==> src/rtl/lbat_pkg.sv <==
// ----------------------------------------------------------------------------
// lbat_pkg: shared types and constants for the budgeted allocation table
// Holds request and status codes, field widths and the sequencer state type.
// ----------------------------------------------------------------------------
package lbat_pkg;

  localparam int TableSlots = 16;
  localparam int SlotBits   = $clog2(TableSlots);
  localparam int KeyBits    = 32;
  localparam int ByteBits   = 48;
  localparam int StampBits  = 32;

  localparam logic [1:0] REQ_ALLOC   = 2'd0;
  localparam logic [1:0] REQ_RELEASE = 2'd1;
  localparam logic [1:0] REQ_ACCESS  = 2'd2;
  localparam logic [1:0] REQ_UNUSED  = 2'd3;

  localparam logic [2:0] ST_ALLOCATED = 3'd0;
  localparam logic [2:0] ST_PRESENT   = 3'd1;
  localparam logic [2:0] ST_NO_ROOM   = 3'd2;
  localparam logic [2:0] ST_ZERO_SIZE = 3'd3;
  localparam logic [2:0] ST_FULL      = 3'd4;
  localparam logic [2:0] ST_NOT_FOUND = 3'd5;
  localparam logic [2:0] ST_DONE      = 3'd6;

  typedef enum logic [2:0] {
    S_IDLE,
    S_SCAN,
    S_DECIDE,
    S_EVICT,
    S_FINISH,
    S_OUT
  } seq_state_t;

endpackage

==> src/rtl/lru_budget_allocation_table_top.sv <==
// ----------------------------------------------------------------------------
// lru_budget_allocation_table_top: allocation table under a byte budget
// Keys, sizes and stamps live in a slot memory that is scanned one slot a cycle.
// ----------------------------------------------------------------------------
// Flow: a request is accepted in idle, scans the slot memory through its single
// read port, is decided and then presents its result, waiting in the output
// state until out_ready takes it; each eviction adds another scan, decision and
// result. Throughput: one request at a time, as a new one is taken only in idle.
// Reset: synchronous; clears valid bits, byte counts, tick and budget.
module lru_budget_allocation_table_top
  import lbat_pkg::*;
(
  input  logic                clk,
  input  logic                rst,
  input  logic                cfg_we,
  input  logic [ByteBits-1:0] cfg_wdata,
  input  logic                in_valid,
  output logic                in_ready,
  input  logic [1:0]          req_type,
  input  logic [KeyBits-1:0]  entry_key,
  input  logic [ByteBits-1:0] byte_count,
  output logic                out_valid,
  input  logic                out_ready,
  output logic [2:0]          status,
  output logic                is_eviction,
  output logic [KeyBits-1:0]  result_key,
  output logic [ByteBits-1:0] freed_bytes,
  output logic [ByteBits-1:0] used_total,
  output logic [ByteBits-1:0] peak_total,
  output logic                last_result
);

  localparam int EntryBits = KeyBits + ByteBits + StampBits;

  // Slot memory: key, size and stamp of each slot; valid bits sit in flops.
  logic [EntryBits-1:0] slot_mem [TableSlots];
  logic [EntryBits-1:0] rd_data;
  logic [SlotBits-1:0]  rd_addr;
  logic                 wr_en;
  logic [SlotBits-1:0]  wr_addr;
  logic [EntryBits-1:0] wr_data;
  logic [TableSlots-1:0] slot_valid;

  always_ff @(posedge clk) begin
    if (wr_en) begin
      slot_mem[wr_addr] <= wr_data;
    end
    rd_data <= slot_mem[rd_addr];
  end

  logic [ByteBits-1:0]  byte_budget;
  logic [ByteBits-1:0]  bytes_in_use;
  logic [ByteBits-1:0]  bytes_peak;
  logic [StampBits-1:0] access_tick;

  seq_state_t state, state_next;

  // Request registers.
  logic [1:0]          rq_type;
  logic [KeyBits-1:0]  rq_key;
  logic [ByteBits-1:0] rq_size;

  // Scan bookkeeping: address issued, slot whose data is returning.
  logic [SlotBits:0]   scan_cnt;
  logic                rd_live;
  logic [SlotBits-1:0] rd_slot;
  logic                hit;
  logic [SlotBits-1:0] hit_slot;
  logic [ByteBits-1:0] hit_bytes;
  logic                old_found;
  logic [SlotBits-1:0] old_slot;
  logic [StampBits-1:0] old_age;
  logic [ByteBits-1:0] old_bytes;
  logic [KeyBits-1:0]  old_key;
  logic                first_scan;

  // Result register.
  logic [2:0]          o_status;
  logic                o_evict;
  logic [KeyBits-1:0]  o_key;
  logic [ByteBits-1:0] o_freed;
  logic                o_last;
  logic                out_full;

  logic [KeyBits-1:0]   rd_key;
  logic [ByteBits-1:0]  rd_bytes;
  logic [StampBits-1:0] rd_stamp;
  logic [StampBits-1:0] rd_age;
  logic [ByteBits:0]    need;
  logic                 over;
  logic                 free_any;
  logic [SlotBits-1:0]  free_slot;

  assign rd_key   = rd_data[EntryBits-1 -: KeyBits];
  assign rd_bytes = rd_data[StampBits +: ByteBits];
  assign rd_stamp = rd_data[StampBits-1:0];
  assign rd_age   = access_tick - rd_stamp;
  assign need     = {1'b0, bytes_in_use} + {1'b0, rq_size};
  assign over     = need > {1'b0, byte_budget};
  assign rd_addr  = scan_cnt[SlotBits-1:0];

  always_comb begin
    free_any  = 1'b0;
    free_slot = '0;
    for (int i = TableSlots - 1; i >= 0; i--) begin
      if (!slot_valid[i]) begin
        free_any  = 1'b1;
        free_slot = SlotBits'(i);
      end
    end
  end

  assign in_ready = (state == S_IDLE);
  assign out_valid = out_full;
  assign status = o_status;
  assign is_eviction = o_evict;
  assign result_key = o_key;
  assign freed_bytes = o_freed;
  assign used_total = bytes_in_use;
  assign peak_total = bytes_peak;
  assign last_result = o_last;

  always_comb begin
    state_next = state;
    unique case (state)
      S_IDLE: begin
        if (in_valid && req_type != REQ_UNUSED) begin
          state_next = S_SCAN;
        end
      end
      S_SCAN: begin
        if (scan_cnt == (SlotBits+1)'(TableSlots) && !rd_live) begin
          state_next = S_DECIDE;
        end
      end
      S_DECIDE: state_next = S_OUT;
      S_EVICT:  state_next = S_OUT;
      S_FINISH: state_next = S_OUT;
      S_OUT: begin
        if (!out_full) begin
          state_next = o_last ? S_IDLE : S_SCAN;
        end
      end
      default: state_next = S_IDLE;
    endcase
  end

  always_ff @(posedge clk) begin
    if (rst) begin
      state <= S_IDLE;
    end else begin
      state <= state_next;
    end
  end

  always_ff @(posedge clk) begin
    wr_en <= 1'b0;
    if (rst) begin
      byte_budget  <= '0;
      bytes_in_use <= '0;
      bytes_peak   <= '0;
      access_tick  <= '0;
      slot_valid   <= '0;
      out_full     <= 1'b0;
      scan_cnt     <= '0;
      rd_live      <= 1'b0;
    end else begin
      if (cfg_we) begin
        byte_budget <= cfg_wdata;
      end
      if (out_full && out_ready) begin
        out_full <= 1'b0;
      end
      unique case (state)
        S_IDLE: begin
          rq_type    <= req_type;
          rq_key     <= entry_key;
          rq_size    <= byte_count;
          first_scan <= 1'b1;
          scan_cnt   <= '0;
          rd_live    <= 1'b0;
          hit        <= 1'b0;
          old_found  <= 1'b0;
        end
        S_SCAN: begin
          // Issue one read a cycle and fold in the data of the previous one.
          if (scan_cnt != (SlotBits+1)'(TableSlots)) begin
            scan_cnt <= scan_cnt + (SlotBits+1)'(1);
            rd_live  <= 1'b1;
            rd_slot  <= scan_cnt[SlotBits-1:0];
          end else begin
            rd_live <= 1'b0;
          end
          if (rd_live && slot_valid[rd_slot]) begin
            if (rd_key == rq_key && !hit) begin
              hit       <= 1'b1;
              hit_slot  <= rd_slot;
              hit_bytes <= rd_bytes;
            end
            if (!old_found || rd_age > old_age) begin
              old_found <= 1'b1;
              old_slot  <= rd_slot;
              old_age   <= rd_age;
              old_bytes <= rd_bytes;
              old_key   <= rd_key;
            end
          end
        end
        S_DECIDE: begin
          out_full <= 1'b1;
          o_evict  <= 1'b0;
          o_key    <= rq_key;
          o_freed  <= '0;
          o_last   <= 1'b1;
          priority if (rq_type == REQ_RELEASE) begin
            if (hit) begin
              slot_valid[hit_slot] <= 1'b0;
              bytes_in_use <= bytes_in_use - hit_bytes;
              o_status <= ST_DONE;
              o_freed  <= hit_bytes;
            end else begin
              o_status <= ST_NOT_FOUND;
            end
          end else if (rq_type == REQ_ACCESS) begin
            if (hit) begin
              wr_en   <= 1'b1;
              wr_addr <= hit_slot;
              wr_data <= {rq_key, hit_bytes, access_tick};
              access_tick <= access_tick + StampBits'(1);
              o_status <= ST_DONE;
            end else begin
              o_status <= ST_NOT_FOUND;
            end
          end else if (hit && first_scan) begin
            o_status <= ST_PRESENT;
          end else if (over && old_found) begin
            // Evict the oldest live slot and rescan afterwards.
            slot_valid[old_slot] <= 1'b0;
            bytes_in_use <= bytes_in_use - old_bytes;
            o_status <= ST_DONE;
            o_evict  <= 1'b1;
            o_key    <= old_key;
            o_freed  <= old_bytes;
            o_last   <= 1'b0;
          end else if (over) begin
            o_status <= ST_NO_ROOM;
          end else if (rq_size == '0) begin
            o_status <= ST_ZERO_SIZE;
          end else if (!free_any) begin
            o_status <= ST_FULL;
          end else begin
            slot_valid[free_slot] <= 1'b1;
            wr_en   <= 1'b1;
            wr_addr <= free_slot;
            wr_data <= {rq_key, rq_size, access_tick};
            access_tick  <= access_tick + StampBits'(1);
            bytes_in_use <= need[ByteBits-1:0];
            if (need[ByteBits-1:0] > bytes_peak) begin
              bytes_peak <= need[ByteBits-1:0];
            end
            o_status <= ST_ALLOCATED;
          end
        end
        S_OUT: begin
          if (!out_full) begin
            first_scan <= 1'b0;
            scan_cnt   <= '0;
            rd_live    <= 1'b0;
            hit        <= 1'b0;
            old_found  <= 1'b0;
          end
        end
        default: begin
        end
      endcase
    end
  end

  // The result register is loaded only from the decision step.
  property p_out_from_decide;
    @(posedge clk) disable iff (rst) $rose(out_full) |-> $past(state == S_DECIDE);
  endproperty
  a_out_from_decide: assert property (p_out_from_decide)
    else $error("result loaded outside decision step");

  // No new request while a result is pending.
  property p_busy;
    @(posedge clk) disable iff (rst) out_full |-> !in_ready;
  endproperty
  a_busy: assert property (p_busy) else $error("request taken with result pending");

  // Peak never falls below the bytes in use.
  property p_peak;
    @(posedge clk) disable iff (rst) state == S_IDLE |-> bytes_peak >= bytes_in_use;
  endproperty
  a_peak: assert property (p_peak) else $error("peak below usage");

endmodule
==> config.mk <==
export PLATFORM = sky130hd
export DESIGN_NAME = lru_budget_allocation_table_top
export DESIGN_NICKNAME = d
export VERILOG_FILES = /design/src/rtl/lbat_pkg.sv /design/src/rtl/lru_budget_allocation_table_top.sv
export SDC_FILE = /design/constraint.sdc
export NUM_CORES = 2
export LEC_CHECK = 0
export BUFFER_PORTS_ARGS = -buffer_cell sky130_fd_sc_hd__buf_2
export CAP_MARGIN = 25
export CELL_PAD_IN_SITES_DETAIL_PLACEMENT = 1
export CELL_PAD_IN_SITES_GLOBAL_PLACEMENT = 1
export CORE_MARGIN = 1
export CORE_UTILIZATION = 54
export DETAILED_ROUTE_END_ITERATION = 8
export PLACE_DENSITY_LB_ADDON = 0.1
export SLEW_MARGIN = 20
export SYNTH_ARGS = -nofsm -noshare
export SYNTH_HDL_FRONTEND = slang
export SYNTH_SLANG_ARGS = --single-unit
==> constraint.sdc <==
create_clock -name clk -period 12.2 [get_ports clk]
set_input_delay 0 -clock clk [delete_from_list [all_inputs] [get_ports clk]]
set_output_delay 0 -clock clk [all_outputs]
set_load 0.01 [all_outputs]
Yosys cells after proc, flatten, opt, wreduce, memory -nomap -nowiden
Memories as Yosys holds them, arrays and structs flattened. A register that Yosys moved wholly into a read port is not among the register bits.
Cells that the tools add are included.
W data, S select, Z words.
{"block": "op_classes", "n_addsub": 6, "n_mux": 125, "reduce_logical": 39, "n_bitwise": 13, "n_eq_ne": 28, "magnitude_cmp": 10}
{"op": "$mux W112", "count": 7}
{"op": "$mux W48", "count": 13}
{"op": "$mux W32", "count": 11}
{"op": "$mux W16", "count": 8}
{"op": "$sub A48 B48 Y48", "count": 2}
{"op": "$mux W4", "count": 23}
{"op": "$add A48 B48 Y49", "count": 1}
{"op": "$gt A49 B48 Y1", "count": 1}
{"op": "$gt A48 B48 Y1", "count": 1}
{"op": "$logic_not A48 Y1", "count": 1}
{"op": "$mux W1", "count": 40}
{"op": "$add A32 B1 Y32 const B", "count": 1}
{"op": "$and A16 B16 Y16", "count": 2}
{"op": "$eq A32 B32 Y1", "count": 1}
{"op": "$gt A32 B32 Y1", "count": 1}
{"op": "$not A16 Y16", "count": 2}
{"op": "$sub A32 B32 Y32", "count": 1}
{"op": "$mux W3", "count": 10}
{"op": "$ne A2 B2 Y1 const B", "count": 14}
{"op": "$lt A4 B5 Y1 const B", "count": 4}
{"op": "$reduce_and A9 Y1", "count": 2}
{"op": "$or A16 B16 Y16", "count": 1}
{"op": "$pmux W5 S3", "count": 1}
{"op": "$demux W1 S4", "count": 3}
{"op": "32 further kinds", "count": 70}
{"block": "word_totals", "memories": 1, "in_bits": 135, "ff_bits": 661, "word_cells": 252, "output_inout_bits": 183, "mem_bits_rw": 1792}
{"name": "slot_mem", "words": 16, "word_bits": 112, "read_ports": 1, "rd_ports_with_merged_regs": 1, "wr": 1, "line": "lru_budget_allocation_table_top.sv:36", "source": "logic [EntryBits-1:0] slot_mem [TableSlots];"}

Depth between registers and ports, before layout
{"block": "logic_depth", "word_depth": 28, "depth_mapped": 28, "depth_no_buf": 26}

Worst setup path before layout
OpenSTA, ideal clock, no wires.
{"block": "synth_path", "path_type": "reg-to-reg", "startpoint": "register bytes_in_use[1], in the netlist used_total[1]", "endpoint": "register wr_addr[0], enable pin", "stages_incl_launch_ff": 21, "n_path_buf": 0, "arrival_ps": 9830, "path_slack_ps": 1777, "setup_time_ps": 593, "period_less_slack_ps": 10423, "required_ps": 11607, "cell_sequence": "dfxtp_1 inv_1 fa_1 nand2b_1 a21o_1 a31oi_1 a21oi_1 o31ai_1 a21boi_0 o21ai_0 xor2_1 ha_1 nand3_2 or4_4 or4_4 nor3_2 a21oi_1 o31ai_2 nand4_1 a211o_1 nor2_1"}
{"block": "synth_between", "elab_chain_cells": 5, "word_cells_on_any_way": 6, "cone_classes": "1 x add/sub; 1 x order compare; 2 x eq/ne; 2 x reduce/logical"}
{"element": "start: declaration", "line": "lru_budget_allocation_table_top.sv:52", "source": "logic [ByteBits-1:0] bytes_in_use;"}
{"element": "start signal: assignment", "line": "lru_budget_allocation_table_top.sv:218", "source": "bytes_in_use <= bytes_in_use - hit_bytes;"}
{"element": "start signal: assignment", "line": "lru_budget_allocation_table_top.sv:239", "source": "bytes_in_use <= bytes_in_use - old_bytes;"}
{"element": "start signal: assignment", "line": "lru_budget_allocation_table_top.sv:257", "source": "bytes_in_use <= need[ByteBits-1:0];"}
{"element": "$add A48 B48 Y49 (*)", "line": "lru_budget_allocation_table_top.sv:98", "source": "assign need = {1'b0, bytes_in_use} + {1'b0, rq_size};"}
{"element": "named net need[30]", "line": "lru_budget_allocation_table_top.sv:89", "source": "logic [ByteBits:0] need;"}
{"element": "$gt A49 B48 Y1 (*)", "line": "lru_budget_allocation_table_top.sv:99", "source": "assign over = need > {1'b0, byte_budget};"}
{"element": "$logic_and A1 B1 Y1", "line": "lru_budget_allocation_table_top.sv:236", "source": "end else if (over && old_found) begin"}
{"element": "$ne A2 B2 Y1 (no line)"}
{"element": "$reduce_and A9 Y1 (no line) (*)"}
{"element": "end signal: assignment", "line": "lru_budget_allocation_table_top.sv:227", "source": "wr_addr <= hit_slot;"}
{"element": "end signal: assignment", "line": "lru_budget_allocation_table_top.sv:254", "source": "wr_addr <= free_slot;"}
{"element": "end: declaration", "line": "lru_budget_allocation_table_top.sv:40", "source": "logic [SlotBits-1:0] wr_addr;"}
Mark *: on every way through the listed nets, which the timed path passes. The rest lies on a longest branch.
A chain may end at the register's enable or synchronous reset.

Final worst setup path
{"block": "layout_path", "startpoint": "register rq_size[1]", "endpoint": "register wr_data[67], enable pin"}
{"block": "layout_between", "elab_chain_cells": 5, "word_cells_on_any_way": 8, "cone_classes": "1 x add/sub; 1 x order compare; 3 x eq/ne; 3 x reduce/logical"}
{"element": "start: declaration", "line": "lru_budget_allocation_table_top.sv:61", "source": "logic [ByteBits-1:0] rq_size;"}
{"element": "start signal: assignment", "line": "lru_budget_allocation_table_top.sv:178", "source": "rq_size <= byte_count;"}
{"element": "$add A48 B48 Y49 (*)", "line": "lru_budget_allocation_table_top.sv:98"}
{"element": "named net need[41]", "line": "lru_budget_allocation_table_top.sv:89"}
{"element": "$gt A49 B48 Y1 (*)", "line": "lru_budget_allocation_table_top.sv:99"}
{"element": "$logic_and A1 B1 Y1", "line": "lru_budget_allocation_table_top.sv:236"}
{"element": "$ne A2 B2 Y1 (no line)"}
{"element": "$reduce_and A9 Y1 (no line) (*)"}
{"element": "end signal: assignment", "line": "lru_budget_allocation_table_top.sv:228", "source": "wr_data <= {rq_key, hit_bytes, access_tick};"}
{"element": "end signal: assignment", "line": "lru_budget_allocation_table_top.sv:255", "source": "wr_data <= {rq_key, rq_size, access_tick};"}
{"element": "end: declaration", "line": "lru_budget_allocation_table_top.sv:41", "source": "logic [EntryBits-1:0] wr_data;"}
Marked as above.

==> results_tabular.tex <==
\begin{tabular}{lr}
\hline
Metric & Value \\
\hline
\multicolumn{2}{l}{\textbf{Outcome}} \\
Status & completed \\
\multicolumn{2}{l}{\textbf{Detailed routing}} \\
Number of remaining DRC errors & 0 \\
Antenna-violating nets left & 0 \\
Via density per instance & 6.24 \\
Detailed-router iteration count before antenna repair & 6 \\
Violation count after the first detailed-routing iteration & 6046 \\
Total number of vias & 61.4k \\
Average wire per cell in the routed design & 30.9 um \\
Final WL & 304000 um \\
\multicolumn{2}{l}{\textbf{STA}} \\
Transition time at the pin with the least slew margin & 1.12 ns \\
Skew final & 0.0957 ns \\
Fmax & 0.114 GHz \\
Setup\_tns & 0 ns \\
Number of hold violations in the final report & 0 \\
Final critical delay including setup and external delays & 8.74 ns \\
Tightest slew margin relative to the limit & 0.237 \\
Final cycle utilization of the critical path & 0.716 \\
Number of max-slew violations in the final report & 0 \\
Finish-stage setup viols & 0 \\
Post-route worst setup slack & 3.46 ns \\
Unrepaired setup endpoints after global routing & false \\
\multicolumn{2}{l}{\textbf{Floorplanning}} \\
Total core area & 196000 sq um \\
Die outline width & 446 um \\
Core Rows & 162 \\
Die Y-Extent & 446 um \\
Full die area & 199000 sq um \\
Num ports & 318 \\
Initial core utilization & 0.545 \\
\multicolumn{2}{l}{\textbf{Clocking}} \\
Clock input transition at the sequential cells of the worst setup and hold paths & 0.06 ns \\
Maximum root-to-sink buffer count & 4 \\
\# H-tree levels & 5 \\
Clock latency on the worst-skew pair & 0.96 ns \\
TritonCTS clock tree & done \\
Clk sinks & 2565 \\
Cell at the root of the clock tree & sky130\_fd\_sc\_hd\_\_clkbuf\_16 \\
Clock buffer count from CTS & 284 \\
\multicolumn{2}{l}{\textbf{Critical path}} \\
Class of the most critical setup path & reg2reg \\
Reg2reg setup slack & 3.46 ns \\
Crit path required time & 12.70 ns \\
Worst setup path endpoint & wr\_data[67] \\
Beginning of the critical path & rq\_size[1] \\
Biggest fanout along the worst timing path & 43 \\
Critical path's slowest cell & sky130\_fd\_sc\_hd\_\_buf\_4 \\
Kind of end point of the critical path & flip-flop \\
Type of element launching the critical path & flip-flop \\
Max stage delay on crit path & 0.85 ns \\
Number of cells on the worst reg-to-reg path & 22 \\
FF-to-FF Start & rq\_size[1] \\
Cell breakdown of the critical path & ha\_1 -> a211oi\_1 -> nor2\_1 -> o31ai\_1 -> o221ai\_1 -> o21ai\_1 -> o21ai\_1 -> a221oi\_1 -> a31oi\_1 -> xor2\_1 -> ha\_1 -> nand4\_1 -> nor3\_1 -> a211oi\_1 -> and3\_1 -> inv\_1 -> o31ai\_2 -> nand4\_1 -> a211o\_1 -> nor2\_4 -> buf\_4 -> buf\_4 \\
Critical path data arrival time & 9.23 ns \\
Reg-to-reg critical path endpoint & wr\_data[67] \\
\multicolumn{2}{l}{\textbf{Yosys}} \\
Synth cell types & 80 \\
Most common cell in the synthesized netlist & sky130\_fd\_sc\_hd\_\_edfxtp\_1 \\
Post-synth ARST share & 0 \\
Synthesized-area fraction occupied by ao, oa, aoi and oai cells & 0.0545 \\
Avg Synthesized Cell Area & 17.1 sq um \\
Share of the synthesized netlist area taken by xor and xnor gates & 0.0169 \\
Number of synthesized register bits & 2565 \\
Area fraction of the dominant cell type after synthesis & 0.634 \\
Syn Nets & 6682 \\
Post-Synth Simple-Gate Area & 0.0418 \\
Multiplexer share of the synthesized area & 0.137 \\
Main combinational cell family by area after synthesis & multiplexers \\
Most common library cells after synthesis & sky130\_fd\_sc\_hd\_\_edfxtp\_1 (2250), sky130\_fd\_sc\_hd\_\_mux4\_2 (565), sky130\_fd\_sc\_hd\_\_nor2\_1 (323), sky130\_fd\_sc\_hd\_\_dfxtp\_1 (315), sky130\_fd\_sc\_hd\_\_inv\_1 (313) \\
Share of the yosys chip area belonging to registers & 0.693 \\
Leading post-synthesis cells by cell area & sky130\_fd\_sc\_hd\_\_edfxtp\_1 (63\%), sky130\_fd\_sc\_hd\_\_mux4\_2 (12\%), sky130\_fd\_sc\_hd\_\_dfxtp\_1 (5.9\%) \\
Yosys synthesis warning count & 0 \\
Post-synthesis cell type with the largest combined area & sky130\_fd\_sc\_hd\_\_edfxtp\_1 \\
Adder-Cell Fraction of Synth Area & 0.0367 \\
Cells after synthesis & 6237 \\
Mapped cell area & 107000 sq um \\
Number of enable-type register cells in the synthesized netlist & 2250 \\
Ys flop type & sky130\_fd\_sc\_hd\_\_edfxtp\_1 \\
\multicolumn{2}{l}{\textbf{Hold path}} \\
Cells on Worst Hold Path & 3 \\
Hold/Removal Path Class & in2reg \\
Min-delay src & rst \\
\multicolumn{2}{l}{\textbf{Power and ir drop}} \\
Pwr per Cell Area & 156 nW/um\^{}2 \\
Static Leak & 42.6 nW \\
Peak ir drop on the vdd network & 170 uV \\
\multicolumn{2}{l}{\textbf{Placement}} \\
\# port buffers & 317 \\
Gpl congestion & 0.921 \\
Post-placement worst setup slack & 3.57 ns \\
Placed instance count & 9028 \\
Detailed placer's ending HPWL & 181000 um \\
\multicolumn{2}{l}{\textbf{Global routing}} \\
Total routing usage reported by global routing & 0.306 \\
Met1 routing resource usage after global routing & 0.420 \\
Met3 track demand over resource in global routing & 0.0406 \\
Busiest layer in global routing & met2 \\
Initial antenna violation count & 11 \\
Global route total overflow & 0 \\
Vias in the first global route & 64.8k \\
Met2 track demand over resource in global routing & 0.511 \\
Pin count of the biggest net entering global routing & 136 \\
Global-route wire length before repair & 441000 um \\
\multicolumn{2}{l}{\textbf{Run}} \\
Max cap viols & 0 \\
\multicolumn{2}{l}{\textbf{Layout}} \\
Number of nets in the layout & 7450 \\
Fraction of final layout cells with drive strength greater than 1 & 0.209 \\
Area growth, synth to finish & 16.0\% \\
Number of filler instances in the final layout & 17.0k \\
Non-filler cells, final & 9835 \\
\hline
\end{tabular}
## cell families (layout without fill, tap and decap cells)
family          after synthesis  count (layout)
flops                      2565            2565
simple gates                940             940
compound gates              904             904
mux                         744             744
buf+inv                     568            1539
fa+ha+maj                   310             310
xor+xnor                    206             206
other cells                   0               3
## final cells by class
type                       instances  area, sq um  share of cell area
sequential                      2565        73900               0.597
clock inverter                   110         1020             0.00825
inverter                         314         1180             0.00953
tap                             2624         3280              0.0265
antenna                            3         7.51           0.0000607
multi-input combinational       3104        30800               0.249
clock buffer                     379         7860              0.0636
timing repair buffer             736         5620              0.0454
## worst min path at each step
stage	endpoint	slack, ns
2_1_floorplan	rq_key[0]	0.1
3_3_place_gp	rq_key[3]	0.18
3_5_place_dp	rq_size[46]	0.18
4_1_cts	access_tick[6]	0.07
5_1_grt	access_tick[1]	0.12
6_report	access_tick[6]	0.13
## metrics by stage
stage	hold slack [ns]	total power, W	instance area (sq um)	utilization
after detailed placement	0.178	0.0110	112000	0.570
after CTS	0.0735	0.0194	124000	0.632
after global routing	0.123	0.0198	124000	0.632
after floorplan	0.0989	0.0106	107000	-
final	0.131	0.0193	124000	0.632
after global placement	0.177	0.0110	112000	0.570
## power by group
part	internal (W)	switching (W)	total, W
logic	0.000589	0.000720	0.00131
clock network	0.00491	0.00340	0.00831
registers	0.00955	0.000111	0.00966
## flip-flops by register name, indices dropped and copies added, names as in the netlist, 5 cells and up
signal       count
old_age         32
peak_total      48
freed_bytes     48
slot_mem      1792
slot_valid      16
used_total      48
old_key         32
wr_data        112
byte_budget     48
scan_cnt         5
rd_data        112
rq_key          32
access_tick     32
hit_bytes       48
result_key      32
old_bytes       48
rq_size         48
## worst max-delay path: cells and delay by family, from the launching register on
| family | cells | cell delay [ns] |
|---|---|---|
| buf+inv | 3 | 1.48 |
| flops | 1 | 0.42 |
| fa+ha+maj | 2 | 0.65 |
| compound gates | 10 | 4.38 |
| simple gates | 6 | 0.93 |
| xor+xnor | 1 | 0.40 |
## what timing repair did
item	in CTS	in global routing
hold buffers	312	0
resized for setup	0	0
setup buffers	0	0
hold endpoints to repair	167	0
## routing by layer
| layer | vias to the layer above | part of all wire |
|---|---|---|
| met3 | 539 | 0.060 |
| met4 | 4 | 0.033 |
| met1 | 32210 | 0.41 |
| met5 | - | 0.000089 |
| li1 | 26191 | - |
| met2 | 2426 | 0.49 |
## layout by cell type (no fill, tap or decap), types with 53 or more instances in the layout
cell,n
sky130_fd_sc_hd__edfxtp_1,2250
sky130_fd_sc_hd__mux4_2,565
sky130_fd_sc_hd__buf_2,316
sky130_fd_sc_hd__inv_1,313
sky130_fd_sc_hd__dlygate4sd3_1,312
sky130_fd_sc_hd__dfxtp_1,311
sky130_fd_sc_hd__ha_1,304
sky130_fd_sc_hd__nor2_1,303
sky130_fd_sc_hd__clkbuf_16,291
sky130_fd_sc_hd__a21oi_1,282
sky130_fd_sc_hd__nand2_1,222
sky130_fd_sc_hd__o21ai_0,178
sky130_fd_sc_hd__xor2_1,111
sky130_fd_sc_hd__mux2i_1,100
sky130_fd_sc_hd__buf_4,99
sky130_fd_sc_hd__xnor2_1,95
sky130_fd_sc_hd__a21o_1,95
sky130_fd_sc_hd__mux2_2,79
sky130_fd_sc_hd__nand4_1,66
sky130_fd_sc_hd__nand3_1,63
sky130_fd_sc_hd__clkbuf_1,63
sky130_fd_sc_hd__a22o_1,57
sky130_fd_sc_hd__nand2b_1,53
(Power assumes the default switching activity.)
